--- config.mk ---
export PLATFORM = sky130hd
export DESIGN_NAME = cubic_bezier_easing
export DESIGN_NICKNAME = d
export VERILOG_FILES = /design/src/rtl/cbe_pkg.sv /design/src/rtl/cubic_bezier_easing.sv
export SDC_FILE = /design/constraint.sdc
export NUM_CORES = 2
export LEC_CHECK = 0
export CAP_MARGIN = 10
export CORE_ASPECT_RATIO = 0.75
export CORE_UTILIZATION = 45
export CTS_BUF_LIST = sky130_fd_sc_hd__clkbuf_4 sky130_fd_sc_hd__clkbuf_8
export CTS_CLUSTER_SIZE = 40
export DETAILED_ROUTE_END_ITERATION = 10
export DONT_BUFFER_PORTS = 1
export HOLD_SLACK_MARGIN = 0.08
export PLACE_DENSITY_LB_ADDON = 0.2
export SLEW_MARGIN = 20
export SYNTH_ARGS = -nofsm -noshare
export SYNTH_HDL_FRONTEND = slang
export SYNTH_SLANG_ARGS = --single-unit
--- constraint.sdc ---
create_clock -name clock -period 10.7 [get_ports clock]
set_input_delay 1.605 -clock clock [delete_from_list [all_inputs] [get_ports clock]]
set_output_delay 1.605 -clock clock [all_outputs]
set_load 0.02 [all_outputs]
--- src/rtl/cbe_pkg.sv ---
// ----------------------------------------------------------------------------
// cbe_pkg
// shared types, widths, constants and the t sample table of the easing block
// ----------------------------------------------------------------------------
package cbe_pkg;

   localparam int TABLE_SIZE   = 11;
   localparam int NEWTON_STEPS = 4;
   localparam int BISECT_STEPS = 10;

   localparam int IDX_W     = $clog2(TABLE_SIZE);
   localparam int MAX_STEPS = (NEWTON_STEPS > BISECT_STEPS) ? NEWTON_STEPS : BISECT_STEPS;
   localparam int ITER_W    = $clog2(MAX_STEPS + 1);

   // field widths
   localparam int X_W  = 18;   // progress
   localparam int CX_W = 17;   // control x
   localparam int CY_W = 20;   // control y
   localparam int Y_W  = 20;   // eased value
   localparam int S_W  = 20;   // table samples
   localparam int T_W  = 18;   // curve parameter t, signed, 0..65536

   // datapath widths
   localparam int CO_W   = 28;            // coefficients and partial sums
   localparam int PROD_W = CO_W + T_W;    // multiplier product
   localparam int DIV_W  = 40;            // dividend magnitude
   localparam int DEN_W  = 24;            // divisor magnitude
   localparam int DCNT_W = $clog2(DIV_W);

   // port widths
   localparam int REQ_TDATA_W = 24;
   localparam int RSP_TDATA_W = 24;
   localparam int CSR_ADDR_W  = 2;
   localparam int CSR_DATA_W  = 20;

   localparam logic [CSR_ADDR_W-1:0] CSR_CTRL1_X = 2'd0;
   localparam logic [CSR_ADDR_W-1:0] CSR_CTRL1_Y = 2'd1;
   localparam logic [CSR_ADDR_W-1:0] CSR_CTRL2_X = 2'd2;
   localparam logic [CSR_ADDR_W-1:0] CSR_CTRL2_Y = 2'd3;

   localparam logic signed [T_W-1:0]  ONE_Q16   = 18'sd65536;
   localparam logic [CX_W-1:0]        ONE_X     = 17'd65536;
   localparam logic signed [CO_W-1:0] ONE_CO    = 28'sd65536;
   localparam logic signed [CO_W-1:0] MIN_SLOPE = 28'sd66;
   localparam logic signed [CO_W-1:0] Y_MAX     = 28'sd524287;
   localparam logic signed [CO_W-1:0] Y_MIN     = -28'sd524288;

   typedef logic [TABLE_SIZE-1:0][T_W-1:0] t_table_type;

   // t_i = round(i / (TABLE_SIZE-1)) in Q16
   function automatic t_table_type calc_t_table();
      t_table_type tab;
      for (int i = 0; i < TABLE_SIZE; i++) begin
         tab[i] = T_W'((i * 65536 + (TABLE_SIZE - 1) / 2) / (TABLE_SIZE - 1));
      end
      return tab;
   endfunction

   localparam t_table_type T_TABLE = calc_t_table();

   typedef struct packed {
      logic signed [CO_W-1:0] a;
      logic signed [CO_W-1:0] a3;
      logic signed [CO_W-1:0] b;
      logic signed [CO_W-1:0] b2;
      logic signed [CO_W-1:0] c;
   } coef_type;

   typedef enum logic [4:0] {
      S_IDLE,
      S_PREP,
      S_BUILD,
      S_BUILD_WR,
      S_SCAN,
      S_GUESS_MUL,
      S_GUESS_PROD,
      S_GUESS_FIN,
      S_SLOPE_CHK,
      S_NT_DIV,
      S_NT_UPD,
      S_NT_SLOPE,
      S_BS_MID,
      S_BS_UPD,
      S_FINAL,
      S_FIN_WR,
      S_EVAL,
      S_DIV,
      S_OUT
   } state_type;

endpackage

--- src/rtl/cubic_bezier_easing.sv ---
// ----------------------------------------------------------------------------
// cubic_bezier_easing
// cubic bezier easing curve, end points (0,0) and (1,1), Q16 fixed point
// ----------------------------------------------------------------------------
//
//  channel | direction | handshake            | payload
//  --------+-----------+----------------------+----------------------------------
//  req     | in        | req_tvalid/tready    | progress, signed Q16
//  rsp     | out       | rsp_tvalid/tready    | eased_value, signed Q16
//  csr     | in        | csr_wr_en, no wait   | ctrl1_x, ctrl1_y, ctrl2_x, ctrl2_y
//
//  one transaction at a time; the linear case and progress at or beyond 0 or 1
//  go straight to the output state, while a solved point runs the table scan
//  and the bit-serial divider, one division per newton step plus one for the
//  guess
//  after reset and after each csr write the x sample table is rebuilt, with
//  req_tready low meanwhile
//  the result sits in an output register, so a new transaction is taken while
//  the last result still waits for rsp_tready
//
module cubic_bezier_easing (
   input  logic                              clock,
   input  logic                              reset,
   // req_tdata: [17:0] progress, rest zero
   input  logic                              req_tvalid,
   output logic                              req_tready,
   input  logic [cbe_pkg::REQ_TDATA_W-1:0]   req_tdata,
   // rsp_tdata: [19:0] eased_value, rest zero
   output logic                              rsp_tvalid,
   input  logic                              rsp_tready,
   output logic [cbe_pkg::RSP_TDATA_W-1:0]   rsp_tdata,
   input  logic                              csr_wr_en,
   input  logic [cbe_pkg::CSR_ADDR_W-1:0]    csr_addr,
   input  logic [cbe_pkg::CSR_DATA_W-1:0]    csr_wdata
);
   import cbe_pkg::*;

   // ------------------------------------------------------------------------
   // declarations
   // ------------------------------------------------------------------------
   state_type state_ff, state_in;
   state_type ret_ff, ret_in;

   logic [CX_W-1:0]        c1x_ff, c2x_ff;
   logic signed [CY_W-1:0] c1y_ff, c2y_ff;
   coef_type               coef_x_ff, coef_y_ff, coef_sel;
   logic                   lin_ff;

   logic signed [S_W-1:0]  tbl_ff [TABLE_SIZE];
   logic signed [S_W-1:0]  tbl_rd;

   logic [IDX_W-1:0]       idx_ff, idx_in, k_ff, k_in, k_nxt;
   logic signed [X_W-1:0]  x_ff, x_in, prog;
   logic signed [T_W-1:0]  t_ff, t_in, g_ff, g_in, a_ff, a_in, b_ff, b_in;
   logic signed [S_W-1:0]  s_lo_ff, s_lo_in, s_hi_ff, s_hi_in;
   logic signed [CO_W-1:0] sl_ff, sl_in;
   logic [ITER_W-1:0]      it_ff, it_in;

   logic [1:0]             ev_cnt_ff, ev_cnt_in;
   logic                   ev_slope_ff, ev_slope_in, ev_ysel_ff, ev_ysel_in;
   logic signed [CO_W-1:0] ev_res_ff, ev_res_in;

   logic signed [PROD_W-1:0] prod_ff, prod_rnd;
   logic signed [CO_W-1:0]   mul_a, rnd_co, h_next;
   logic signed [T_W-1:0]    mul_b;

   logic [DEN_W:0]         div_rem_ff;
   logic [DIV_W-1:0]       div_quo_ff;
   logic [DEN_W-1:0]       div_den_ff;
   logic                   div_neg_ff;
   logic [DCNT_W-1:0]      div_cnt_ff;
   logic [DEN_W:0]         div_trial;
   logic                   div_start;
   logic signed [DIV_W:0]  div_num, div_abs_num;
   logic signed [DEN_W:0]  div_den, div_abs_den;
   logic signed [DIV_W:0]  div_q;

   logic signed [Y_W-1:0]  res_ff, res_in;
   logic                   rsp_valid_ff;
   logic [Y_W-1:0]         rsp_data_ff;

   logic                   req_fire, out_free, ev_last, div_last;
   logic                   scan_stop, flat, nt_done, bs_done, special;
   logic signed [CO_W:0]   resid;
   logic signed [T_W:0]    bs_diff;
   logic signed [T_W-1:0]  bs_mid, g_guess, g_newton;
   logic signed [Y_W-1:0]  y_sat;

   // ------------------------------------------------------------------------
   // helpers
   // ------------------------------------------------------------------------
   function automatic coef_type calc_coef(input logic signed [CY_W:0] a1,
                                          input logic signed [CY_W:0] a2);
      coef_type               cf;
      logic signed [CO_W-1:0] a13, a23;
      a13   = CO_W'(a1) + (CO_W'(a1) <<< 1);
      a23   = CO_W'(a2) + (CO_W'(a2) <<< 1);
      cf.a  = ONE_CO - a23 + a13;
      cf.a3 = cf.a + (cf.a <<< 1);
      cf.b  = a23 - (a13 <<< 1);
      cf.b2 = cf.b <<< 1;
      cf.c  = a13;
      return cf;
   endfunction

   // clamp to the t range 0..1
   function automatic logic signed [T_W-1:0] clamp_t(input logic signed [DIV_W+1:0] v);
      logic signed [T_W-1:0] r;
      if (v < 0) begin
         r = '0;
      end else if (v > (DIV_W+2)'(ONE_Q16)) begin
         r = ONE_Q16;
      end else begin
         r = v[T_W-1:0];
      end
      return r;
   endfunction

   // ------------------------------------------------------------------------
   // configuration registers and derived coefficients
   // ------------------------------------------------------------------------
   always_ff @(posedge clock) begin
      if (reset) begin
         c1x_ff <= '0;
         c1y_ff <= '0;
         c2x_ff <= ONE_X;
         c2y_ff <= CY_W'(ONE_CO);
      end else if (csr_wr_en) begin
         unique case (csr_addr)
            CSR_CTRL1_X: begin
               c1x_ff <= (csr_wdata[CX_W-1:0] > ONE_X) ? ONE_X : csr_wdata[CX_W-1:0];
            end
            CSR_CTRL1_Y: begin
               c1y_ff <= $signed(csr_wdata[CY_W-1:0]);
            end
            CSR_CTRL2_X: begin
               c2x_ff <= (csr_wdata[CX_W-1:0] > ONE_X) ? ONE_X : csr_wdata[CX_W-1:0];
            end
            CSR_CTRL2_Y: begin
               c2y_ff <= $signed(csr_wdata[CY_W-1:0]);
            end
            default: begin
            end
         endcase
      end
   end

   // coefficients follow the registers in the next cycle, covered by S_PREP
   always_ff @(posedge clock) begin
      coef_x_ff <= calc_coef($signed({4'b0000, c1x_ff}), $signed({4'b0000, c2x_ff}));
      coef_y_ff <= calc_coef((CY_W+1)'(c1y_ff), (CY_W+1)'(c2y_ff));
      lin_ff    <= ($signed({4'b0000, c1x_ff}) == (CY_W+1)'(c1y_ff)) &&
                   ($signed({4'b0000, c2x_ff}) == (CY_W+1)'(c2y_ff));
   end

   // ------------------------------------------------------------------------
   // shared multiplier and the bezier / slope evaluation terms
   // ------------------------------------------------------------------------
   always_ff @(posedge clock) begin
      prod_ff <= mul_a * mul_b;
   end

   // round half up back to Q16
   assign prod_rnd = (prod_ff + $signed(PROD_W'(32768))) >>> 16;
   assign rnd_co   = prod_rnd[CO_W-1:0];
   assign coef_sel = ev_ysel_ff ? coef_y_ff : coef_x_ff;
   assign h_next   = (ev_cnt_ff == 2'd1) ? rnd_co + (ev_slope_ff ? coef_sel.b2 : coef_sel.b)
                                         : rnd_co + coef_sel.c;

   // ------------------------------------------------------------------------
   // bit-serial restoring divider, truncates toward zero
   // ------------------------------------------------------------------------
   assign div_abs_num = div_num[DIV_W] ? -div_num : div_num;
   assign div_abs_den = div_den[DEN_W] ? -div_den : div_den;
   assign div_trial   = {div_rem_ff[DEN_W-1:0], div_quo_ff[DIV_W-1]} - {1'b0, div_den_ff};
   assign div_q       = div_neg_ff ? -$signed({1'b0, div_quo_ff}) : $signed({1'b0, div_quo_ff});

   always_ff @(posedge clock) begin
      if (div_start) begin
         div_rem_ff <= '0;
         div_quo_ff <= div_abs_num[DIV_W-1:0];
         div_den_ff <= div_abs_den[DEN_W-1:0];
         div_neg_ff <= div_num[DIV_W] ^ div_den[DEN_W];
         div_cnt_ff <= '0;
      end else if (state_ff == S_DIV) begin
         if (!div_trial[DEN_W]) begin
            div_rem_ff <= div_trial;
            div_quo_ff <= {div_quo_ff[DIV_W-2:0], 1'b1};
         end else begin
            div_rem_ff <= {div_rem_ff[DEN_W-1:0], div_quo_ff[DIV_W-1]};
            div_quo_ff <= {div_quo_ff[DIV_W-2:0], 1'b0};
         end
         div_cnt_ff <= div_cnt_ff + 1'b1;
      end
   end

   // ------------------------------------------------------------------------
   // x sample table, written during the rebuild sweep
   // ------------------------------------------------------------------------
   always_ff @(posedge clock) begin
      if (state_ff == S_BUILD_WR) begin
         tbl_ff[idx_ff] <= ev_res_ff[S_W-1:0];
      end
   end

   assign tbl_rd = tbl_ff[idx_ff];

   // ------------------------------------------------------------------------
   // decision terms
   // ------------------------------------------------------------------------
   assign req_tready = (state_ff == S_IDLE);
   assign req_fire   = req_tvalid && req_tready;
   assign prog       = $signed(req_tdata[X_W-1:0]);
   assign special    = lin_ff || (prog <= 0) || (prog >= X_W'(ONE_Q16));
   assign out_free   = !rsp_valid_ff || rsp_tready;
   assign ev_last    = ev_slope_ff ? (ev_cnt_ff == 2'd2) : (ev_cnt_ff == 2'd3);
   assign div_last   = (div_cnt_ff == DCNT_W'(DIV_W - 1));
   // scan ends at the first sample above x, or at the last entry
   assign scan_stop  = (idx_ff != '0) &&
                       ((idx_ff == IDX_W'(TABLE_SIZE - 1)) || (tbl_rd > S_W'(x_ff)));
   assign flat       = (s_hi_ff == s_lo_ff);
   assign k_nxt      = IDX_W'(k_ff + 1'b1);
   assign resid      = (CO_W+1)'(ev_res_ff) - (CO_W+1)'(x_ff);
   assign nt_done    = (it_ff == ITER_W'(NEWTON_STEPS - 1));
   assign bs_done    = (resid == '0) || (it_ff == ITER_W'(BISECT_STEPS - 1));
   assign bs_diff    = (T_W+1)'(b_ff) - (T_W+1)'(a_ff);
   assign bs_mid     = a_ff + T_W'(bs_diff >>> 1);
   assign g_guess    = clamp_t($signed((DIV_W+2)'(T_TABLE[k_ff])) + (DIV_W+2)'(div_q));
   assign g_newton   = clamp_t((DIV_W+2)'(g_ff) - (DIV_W+2)'(div_q));
   assign y_sat      = (ev_res_ff > Y_MAX) ? Y_W'(Y_MAX) :
                       (ev_res_ff < Y_MIN) ? Y_W'(Y_MIN) : ev_res_ff[Y_W-1:0];

   // ------------------------------------------------------------------------
   // sequencer: next state and return point
   // ------------------------------------------------------------------------
   always_comb begin
      state_in = state_ff;
      ret_in   = ret_ff;
      unique case (state_ff)
         S_IDLE: begin
            if (req_fire) begin
               state_in = special ? S_OUT : S_SCAN;
            end
         end
         S_PREP: begin
            state_in = S_BUILD;
         end
         S_BUILD: begin
            state_in = S_EVAL;
            ret_in   = S_BUILD_WR;
         end
         S_BUILD_WR: begin
            state_in = (idx_ff == IDX_W'(TABLE_SIZE - 1)) ? S_IDLE : S_BUILD;
         end
         S_SCAN: begin
            if (scan_stop) begin
               state_in = S_GUESS_MUL;
            end
         end
         S_GUESS_MUL: begin
            if (flat) begin
               state_in = S_EVAL;
               ret_in   = S_SLOPE_CHK;
            end else begin
               state_in = S_GUESS_PROD;
            end
         end
         S_GUESS_PROD: begin
            state_in = S_DIV;
            ret_in   = S_GUESS_FIN;
         end
         S_GUESS_FIN: begin
            state_in = S_EVAL;
            ret_in   = S_SLOPE_CHK;
         end
         S_SLOPE_CHK: begin
            priority if (ev_res_ff >= MIN_SLOPE) begin
               state_in = S_EVAL;
               ret_in   = S_NT_DIV;
            end else if (ev_res_ff == '0) begin
               state_in = S_FINAL;
            end else begin
               state_in = S_BS_MID;
            end
         end
         S_NT_DIV: begin
            state_in = S_DIV;
            ret_in   = S_NT_UPD;
         end
         S_NT_UPD: begin
            if (nt_done) begin
               state_in = S_FINAL;
            end else begin
               state_in = S_EVAL;
               ret_in   = S_NT_SLOPE;
            end
         end
         S_NT_SLOPE: begin
            if (ev_res_ff == '0) begin
               state_in = S_FINAL;
            end else begin
               state_in = S_EVAL;
               ret_in   = S_NT_DIV;
            end
         end
         S_BS_MID: begin
            state_in = S_EVAL;
            ret_in   = S_BS_UPD;
         end
         S_BS_UPD: begin
            state_in = bs_done ? S_FINAL : S_BS_MID;
         end
         S_FINAL: begin
            state_in = S_EVAL;
            ret_in   = S_FIN_WR;
         end
         S_FIN_WR: begin
            state_in = S_OUT;
         end
         S_EVAL: begin
            if (ev_last) begin
               state_in = ret_ff;
            end
         end
         S_DIV: begin
            if (div_last) begin
               state_in = ret_ff;
            end
         end
         S_OUT: begin
            if (out_free) begin
               state_in = S_IDLE;
            end
         end
         default: begin
            state_in = S_IDLE;
         end
      endcase
      // a csr write always restarts the table rebuild
      if (csr_wr_en) begin
         state_in = S_PREP;
      end
   end

   // ------------------------------------------------------------------------
   // sequencer: datapath controls
   // ------------------------------------------------------------------------
   always_comb begin
      idx_in      = idx_ff;
      k_in        = k_ff;
      x_in        = x_ff;
      t_in        = t_ff;
      g_in        = g_ff;
      a_in        = a_ff;
      b_in        = b_ff;
      s_lo_in     = s_lo_ff;
      s_hi_in     = s_hi_ff;
      sl_in       = sl_ff;
      it_in       = it_ff;
      ev_cnt_in   = '0;
      ev_slope_in = ev_slope_ff;
      ev_ysel_in  = ev_ysel_ff;
      ev_res_in   = ev_res_ff;
      res_in      = res_ff;
      mul_a       = '0;
      mul_b       = t_ff;
      div_start   = 1'b0;
      div_num     = '0;
      div_den     = '0;
      unique case (state_ff)
         S_IDLE: begin
            idx_in = '0;
            x_in   = prog;
            priority if (lin_ff) begin
               res_in = Y_W'(prog);
            end else if (prog <= 0) begin
               res_in = '0;
            end else begin
               res_in = Y_W'(ONE_Q16);
            end
         end
         S_PREP: begin
            idx_in = '0;
         end
         S_BUILD: begin
            t_in        = $signed(T_TABLE[idx_ff]);
            ev_slope_in = 1'b0;
            ev_ysel_in  = 1'b0;
         end
         S_BUILD_WR: begin
            idx_in = IDX_W'(idx_ff + 1'b1);
         end
         S_SCAN: begin
            if (scan_stop) begin
               s_hi_in = tbl_rd;
               k_in    = IDX_W'(idx_ff - 1'b1);
            end else begin
               s_lo_in = tbl_rd;
               idx_in  = IDX_W'(idx_ff + 1'b1);
            end
         end
         S_GUESS_MUL: begin
            // flat interval: the guess is the interval start
            g_in        = $signed(T_TABLE[k_ff]);
            t_in        = $signed(T_TABLE[k_ff]);
            ev_slope_in = 1'b1;
            ev_ysel_in  = 1'b0;
            mul_a       = CO_W'(x_ff) - CO_W'(s_lo_ff);
            mul_b       = $signed(T_TABLE[k_nxt] - T_TABLE[k_ff]);
         end
         S_GUESS_PROD: begin
            div_start = 1'b1;
            div_num   = prod_ff[DIV_W:0];
            div_den   = (DEN_W+1)'(s_hi_ff) - (DEN_W+1)'(s_lo_ff);
         end
         S_GUESS_FIN: begin
            g_in        = g_guess;
            t_in        = g_guess;
            ev_slope_in = 1'b1;
            ev_ysel_in  = 1'b0;
         end
         S_SLOPE_CHK: begin
            sl_in       = ev_res_ff;
            it_in       = '0;
            a_in        = $signed(T_TABLE[k_ff]);
            b_in        = $signed(T_TABLE[k_nxt]);
            ev_slope_in = 1'b0;
            ev_ysel_in  = 1'b0;
         end
         S_NT_DIV: begin
            div_start = 1'b1;
            div_num   = (DIV_W+1)'(resid) <<< 16;
            div_den   = (DEN_W+1)'(sl_ff);
         end
         S_NT_UPD: begin
            g_in        = g_newton;
            t_in        = g_newton;
            it_in       = ITER_W'(it_ff + 1'b1);
            ev_slope_in = 1'b1;
            ev_ysel_in  = 1'b0;
         end
         S_NT_SLOPE: begin
            sl_in       = ev_res_ff;
            ev_slope_in = 1'b0;
            ev_ysel_in  = 1'b0;
         end
         S_BS_MID: begin
            t_in        = bs_mid;
            ev_slope_in = 1'b0;
            ev_ysel_in  = 1'b0;
         end
         S_BS_UPD: begin
            it_in = ITER_W'(it_ff + 1'b1);
            if (resid > 0) begin
               b_in = t_ff;
            end else begin
               a_in = t_ff;
            end
         end
         S_FINAL: begin
            ev_slope_in = 1'b0;
            ev_ysel_in  = 1'b1;
         end
         S_FIN_WR: begin
            res_in = y_sat;
         end
         S_EVAL: begin
            ev_cnt_in = ev_cnt_ff + 1'b1;
            unique case (ev_cnt_ff)
               2'd0: begin
                  mul_a = ev_slope_ff ? coef_sel.a3 : coef_sel.a;
               end
               2'd1: begin
                  mul_a = h_next;
               end
               2'd2: begin
                  mul_a     = h_next;
                  ev_res_in = h_next;
               end
               2'd3: begin
                  ev_res_in = rnd_co;
               end
               default: begin
               end
            endcase
         end
         S_DIV: begin
         end
         S_OUT: begin
         end
         default: begin
         end
      endcase
   end

   // ------------------------------------------------------------------------
   // registers
   // ------------------------------------------------------------------------
   always_ff @(posedge clock) begin
      if (reset) begin
         state_ff  <= S_PREP;
         ret_ff    <= S_IDLE;
         ev_cnt_ff <= '0;
         it_ff     <= '0;
         idx_ff    <= '0;
      end else begin
         state_ff  <= state_in;
         ret_ff    <= ret_in;
         ev_cnt_ff <= ev_cnt_in;
         it_ff     <= it_in;
         idx_ff    <= idx_in;
      end
   end

   always_ff @(posedge clock) begin
      k_ff        <= k_in;
      x_ff        <= x_in;
      t_ff        <= t_in;
      g_ff        <= g_in;
      a_ff        <= a_in;
      b_ff        <= b_in;
      s_lo_ff     <= s_lo_in;
      s_hi_ff     <= s_hi_in;
      sl_ff       <= sl_in;
      ev_slope_ff <= ev_slope_in;
      ev_ysel_ff  <= ev_ysel_in;
      ev_res_ff   <= ev_res_in;
      res_ff      <= res_in;
   end

   // output register
   always_ff @(posedge clock) begin
      if (reset) begin
         rsp_valid_ff <= 1'b0;
      end else if ((state_ff == S_OUT) && out_free) begin
         rsp_valid_ff <= 1'b1;
      end else if (rsp_tready) begin
         rsp_valid_ff <= 1'b0;
      end
   end

   always_ff @(posedge clock) begin
      if ((state_ff == S_OUT) && out_free) begin
         rsp_data_ff <= res_ff;
      end
   end

   assign rsp_tvalid = rsp_valid_ff;
   assign rsp_tdata  = {(RSP_TDATA_W - Y_W)'(0), rsp_data_ff};

   // ------------------------------------------------------------------------
   // assertions
   // ------------------------------------------------------------------------
   a_div_nonzero : assert property (@(posedge clock) disable iff (reset)
      (state_ff == S_DIV) |-> (div_den_ff != '0))
      else $error("divider started with a zero divisor");

   a_final_t_range : assert property (@(posedge clock) disable iff (reset)
      (state_ff == S_FINAL) |-> ((t_ff >= 0) && (t_ff <= ONE_Q16)))
      else $error("solved t outside 0..1");

   a_bisect_order : assert property (@(posedge clock) disable iff (reset)
      (state_ff == S_BS_MID) |-> (a_ff <= b_ff))
      else $error("bisection bracket inverted");

   a_csr_rebuild : assert property (@(posedge clock) disable iff (reset)
      csr_wr_en |=> (state_ff == S_PREP))
      else $error("csr write did not restart the table rebuild");

endmodule

* Word level (Yosys, flattened, before mapping)
Memories as Yosys holds them, arrays and structs flattened. A register that Yosys moved wholly into a read port is not among the register bits. Index checks and enable logic that the tools add are counted. W data, S select, Z words.
Storage, ports and cells: input port bits 51, ROM bits 864, output and inout bits 26, memory bits (writable) 220, register bits 689, memories 4, logic and storage cells 262
Memories:
- (name not given) | depth 16, bits a word 18, read ports 1, clocked after Yosys merged registers in 0, write ports 0, RTL line cubic_bezier_easing.sv:426 | b_in = $signed(T_TABLE[k_nxt]);
- (name not given) | depth 16, bits a word 18, read ports 1, clocked after Yosys merged registers in 1, write ports 0, RTL line cubic_bezier_easing.sv:425 | a_in = $signed(T_TABLE[k_ff]);
- (name not given) | depth 16, bits a word 18, read ports 1, clocked after Yosys merged registers in 1, write ports 0, RTL line cubic_bezier_easing.sv:386 | t_in = $signed(T_TABLE[idx_ff]);
- tbl_ff | depth 11, bits a word 20, read ports 1, clocked after Yosys merged registers in 1, write ports 1, RTL line cubic_bezier_easing.sv:49 | logic signed [S_W-1:0] tbl_ff [TABLE_SIZE];
Cells by class: reduce and logical (&&, ||, !) cells 51, bitwise operators 3, $mul 1, $add $sub $neg 33, order comparisons 15, eq/ne operators 43, multiplexer cells 71
Operators with widths (count):
- $mux W18 | 10
- $pmux W28 S2 | 3
- $mux W140 | 1
- $mux W40 | 3
- $pmux W18 S5 | 1
- $gt A42 B18 Y1 const B | 2
- $lt A42 B1 Y1 const B | 2
- $mux W28 | 3
- $pmux W41 S2 | 1
- $pmux W5 S15 | 1
- $pmux W18 S2 | 2
- $mux W5 | 14
- $mux W20 | 3
- $add A28 B28 Y28 | 2
- $pmux W18 S3 | 1
- $pmux W25 S2 | 1
- $pmux W5 S10 | 1
- $mux W24 | 2
- $add A20 B21 Y22 | 2
- $add A44 B17 Y44 const B | 1
- $mul A28 B18 Y44 | 1
- $add A19 B41 Y42 | 1
- $sub A18 B41 Y42 | 1
- $mux W41 | 1
- 75 further kinds | 157

* Logic depth before layout (Yosys ltp)
depth after elaboration 7, mapped depth 47, depth with buffers taken out 44

* Worst setup path after synthesis
OpenSTA, ideal clock, no wires.
path kind reg2reg, start point register ev_ysel_ff, end point register prod_ff[42], required time 10.577 ns, library setup time 0.123 ns, stages on the path, launching flop included 42, setup slack -0.644 ns, data arrival time 11.221 ns, period minus slack after synthesis 11.344 ns, path buffers 6, cell sequence edfxtp_1 > buf_1 > clkbuf_1 > clkbuf_1 > buf_1 > clkbuf_1 > mux2i_1 > a21oi_1 > ha_1 > or3_1 > a211oi_1 > nor3_1 > o21bai_1 > a31oi_1 > o31ai_1 > a21oi_1 > o21a_1 > o32ai_1 > [6 not listed] > inv_1 > fa_1 > fa_1 > inv_1 > fa_1 > inv_1 > ha_1 > a21o_1 > a22o_1 > nor2_1 > o21bai_1 > a21oi_1 > a21oi_1 > o41ai_1 > o21ai_0 > a41oi_1 > o21bai_1 > xor2_1
Between the ends: cells in the longest elaborated chain, start to end 7, elaborated cells between the ends (all ways) 9, those cells by class add/sub (2); mul (1); mux (6)
RTL lines:
- from (decl) | RTL line cubic_bezier_easing.sv:60 | logic ev_slope_ff, ev_slope_in, ev_ysel_ff, ev_ysel_in;
- from (signal assigned) | RTL line cubic_bezier_easing.sv:526 | ev_ysel_ff <= ev_ysel_in;
- $mux W140 (*) | RTL line cubic_bezier_easing.sv:166 | assign coef_sel = ev_ysel_ff ? coef_y_ff : coef_x_ff;
- $mux W28 | RTL line cubic_bezier_easing.sv:167 | assign h_next = (ev_cnt_ff == 2'd1) ? rnd_co + (ev_slope_ff ? coef_sel.b2 : coef_sel.b)
- $add A28 B28 Y28 | RTL line cubic_bezier_easing.sv:167
- $mux W28 | RTL line cubic_bezier_easing.sv:167
- $pmux W28 S2 (*) | RTL line cubic_bezier_easing.sv:469 | unique case (ev_cnt_ff)
- $pmux W28 S2 (*) | RTL line cubic_bezier_easing.sv:370 | unique case (state_ff)
- $mul A28 B18 Y44 (*) | RTL line cubic_bezier_easing.sv:160 | prod_ff <= mul_a * mul_b;
- to (signal assigned) | RTL line cubic_bezier_easing.sv:160
- to (decl) | RTL line cubic_bezier_easing.sv:63 | logic signed [PROD_W-1:0] prod_ff, prod_rnd;
Mark *: on every way between the ends. The rest lies on a longest branch, timed or not. A chain may end at the register's enable or synchronous reset.

* Final worst setup path
start point register ev_slope_ff, end point register prod_ff[43]
Between the ends: cells in the longest elaborated chain, start to end 6, elaborated cells between the ends (all ways) 7, those cells by class add/sub (1); mul (1); mux (5)
RTL lines:
- from (decl) | RTL line cubic_bezier_easing.sv:60
- from (signal assigned) | RTL line cubic_bezier_easing.sv:525 | ev_slope_ff <= ev_slope_in;
- $mux W28 | RTL line cubic_bezier_easing.sv:167
- $add A28 B28 Y28 | RTL line cubic_bezier_easing.sv:167
- $mux W28 | RTL line cubic_bezier_easing.sv:167
- $pmux W28 S2 (*) | RTL line cubic_bezier_easing.sv:469
- $pmux W28 S2 (*) | RTL line cubic_bezier_easing.sv:370
- $mul A28 B18 Y44 (*) | RTL line cubic_bezier_easing.sv:160
Marks and branches as above.

==> reports/summary.txt <==
Max Clk Rate = 96.9 MHz
TritonCTS Sinks = 879
count of antenna-violating nets left after detailed routing = 0
EDFF count, synth = 514
maximum VDD drop = 0.125 mV
largest net degree at the start of global routing = 93
routability-driven placement congestion ratio = 0.934
Synth Area in Simple Gates = 15.3%
post-synthesis compound-gate area fraction = 14.3%
clk buf depth = 3
Tcrit/Tclk final = 96.4%
number of I/O port buffers = 0
Setup Viol. Count Final = 0
Synth Flop Type = edfxtp_1
initial core utilization = 45.4%
Reg2Reg Setup Slack = 0.38 ns
Hold WS = 0.382 ns
fin. max-slew vios = 0
wire per inst = 21.9 um
Clock Latency Late Sink = 0.92 ns
synth warn = 0
Power per Cell Area = 129 nW/um^2
Reg power frac = 39.6%
final hold violations = 0
Critical Path Max Stage Delay = 0.56 ns
Max transition margin = 25.4%
H-Tree Depth = 4
commonest non-fill, non-tap cell in the layout = inv_1
Root Driver = clkbuf_8
share of cells above drive strength 1 = 9.23%
Leakage = 34.7 nW
DRT Pass-1 Iters = 8
CP Max Fanout = 16
sw frac = 34.2%
Gate power share = 30.1%
DRC = 0
CTS Buf Count = 147
switching power of the nets = 3.61 mW
Core ar. = 165000 um^2
Clock transition at path regs = 0.07 ns
post-synthesis sequential area ratio = 30.3%
final setup TNS = 0 ns
Final HPWL DP = 181000 um
routed via count = 60200
Syn Area/Cell = 9.34 um^2
Area Growth Syn to Fin = 9.21%
post-detailed-routing wire length = 229000 um
global-route wire length before repair = 348000 um
mapped cell area = 75100 um^2
count of cell types in the netlist = 90
total track usage = 26.9%
Max-Cap Viols = 0
Crit Path Class = reg2reg
final net count = 9283
commonest cells after routing, fill and taps aside = 906 x inv_1, 903 x nand2_1, 601 x ha_1
CP Data Required Time = 11.46 ns
WP data arrival = 11.08 ns
Synth Area in Adders = 23.2%
die width = 474 um
Initial DRC Count = 5937
ys async rst share = 0%
#FFs+latches synth = 879
synthesized instance count = 8037
Layout Skew = 0.0647 ns
critical path's slowest cell = edfxtp_1
clock group share of total power = 30.2%
status = complete, no violations
Chip Height = 356 um
largest family of logic cells by synthesized area = adder cells
hold_buf cts = 0
multiplexer share of the synthesized area = 4.77%
Worst-Margin Slew = 1.09 ns
Top Ports = 77
Post-Synth XOR/XNOR Area = 6.10%
antenna violations before repair = 15
crit end category = flop
cell mode on critical path = fa_1
vias per inst = 5.74
clock tree from TritonCTS = built
Final Critical Period = 10.32 ns
grt total ovfl = 0
Hold Path Class = reg2reg
crit start category = flop
internal power = 6.96 mW
Die ar. = 168000 um^2
FP Rows = 129
vias in the first global route = 57800
path summary, 6_finish.rpt:
kind               start               to  depth (start not counted)
min           res_ff[15]  rsp_data_ff[15]                          0
max reg2reg  ev_slope_ff      prod_ff[43]                         42
min reg2reg   res_ff[15]  rsp_data_ff[15]                          0
max          ev_slope_ff      prod_ff[43]                         42
power groups by stage:
stage               logic [mW]  clock network [mW]  registers, mW
floorplan                 2.33                   0           4.10
global placement          3.06                   0           4.23
detailed placement        3.11                   0           4.24
CTS                       3.14                3.26           4.17
global route              3.53                3.40           4.21
finish                    3.18                3.20           4.19
cell type report:
cell class              instances  area, um^2
repair buffers                223        1770
diodes                          4        10.0
multi-input cells            5974       48200
clock buffers                 221        2670
inverters                     909        3420
flip-flops and latches        879       22700
clock inverters                41         419
fillers                     15600       83300
well taps                    2227        2790
per-stage QoR:
step	area (um^2)	utilization, %	power, mW	setup WS, ns	std cells
finish	82000	49.6	10.6	0.383	10500
floorplan	75100	-	6.43	0.101	8041
CTS	81700	49.4	10.6	0.00134	10500
global route	82000	49.6	11.1	-0.00407	10500
global placement	78600	47.5	7.29	0.151	10200
detailed placement	78600	47.5	7.35	0.100	10200
critical path: cells and delay by family, from the launching register on:
family / cells / cell delay (ns)
AOI/OAI and AO/OA: 17 / 3.56
xor gates and xnor gates: 1 / 0.14
adders and majority gates: 8 / 3.68
buffers and inverters: 8 / 1.17
DFF: 1 / 0.56
muxes: 1 / 0.23
and+or+nand+nor: 7 / 0.80
routing by layer:
layer / vias to the layer above / part of all wire (%) / GRT usage, %
li1: 28200 / - / -
met1: 29500 / 47 / 40.4
met2: 2247 / 42 / 39.4
met3: 293 / 8.4 / 5.16
met4: 4 / 2.3 / 7.06
met5: - / 0.015 / 0
flip-flops by register name, summed over array words and instances (netlist names), 24 cells and up, named ones only:
register,count
div_rem_ff,24
prod_ff,44
coef_y_ff,94
div_quo_ff,40
ev_res_ff,28
sl_ff,25
div_den_ff,24
coef_x_ff,82
tbl_ff,220
Yosys cell counts, types with 28 or more instances:
master	count	share of area, %
nand2_1	907	4.5
inv_1	906	4.5
ha_1	603	10
nor2_1	549	2.7
edfxtp_1	514	21
a21oi_1	497	3.3
fa_1	495	13
dfxtp_1	365	9.7
o21ai_0	329	2.2
xnor2_1	322	3.8
clkbuf_1	235	1.2
xor2_1	198	2.3
nand3_1	196	1.3
nor3_1	135	0.90
and2_1	115	0.96
a21o_1	114	1.1
o21a_1	100	1.0
nor2b_1	96	0.80
mux4_2	92	2.8
mux2i_1	91	1.2
nand2b_1	81	0.67
and3_1	67	0.56
o211ai_1	66	0.66
a31oi_1	63	0.52
o21bai_1	62	0.62
nor4_1	56	0.47
mux2_2	53	0.79
a211oi_1	52	0.52
or3_1	52	0.43
nand4_1	48	0.40
o31ai_1	44	0.44
buf_1	37	0.18
or2_2	35	0.29
o31a_1	31	0.36
a22oi_1	30	0.30
o41ai_1	28	0.33
cell families after synthesis:
logic type               Yosys count
XOR/XNOR                         521
adder cells (fa/ha/maj)         1098
other                              1
multiplexers                     236
AND/OR/NAND/NOR                 2448
AO/OA/AOI/OAI                   1666
flip-flops                       879
buffers and inverters           1188
timing repair:
item / in CTS / in global routing
setup endpoints to repair: 1 / 9
gates cloned: 0 / 0
gates resized for setup: 1 / 64
pin swaps: 0 / 7
buffers inserted: 0 / 5
Note: power is estimated with default switching activity, not from simulation.
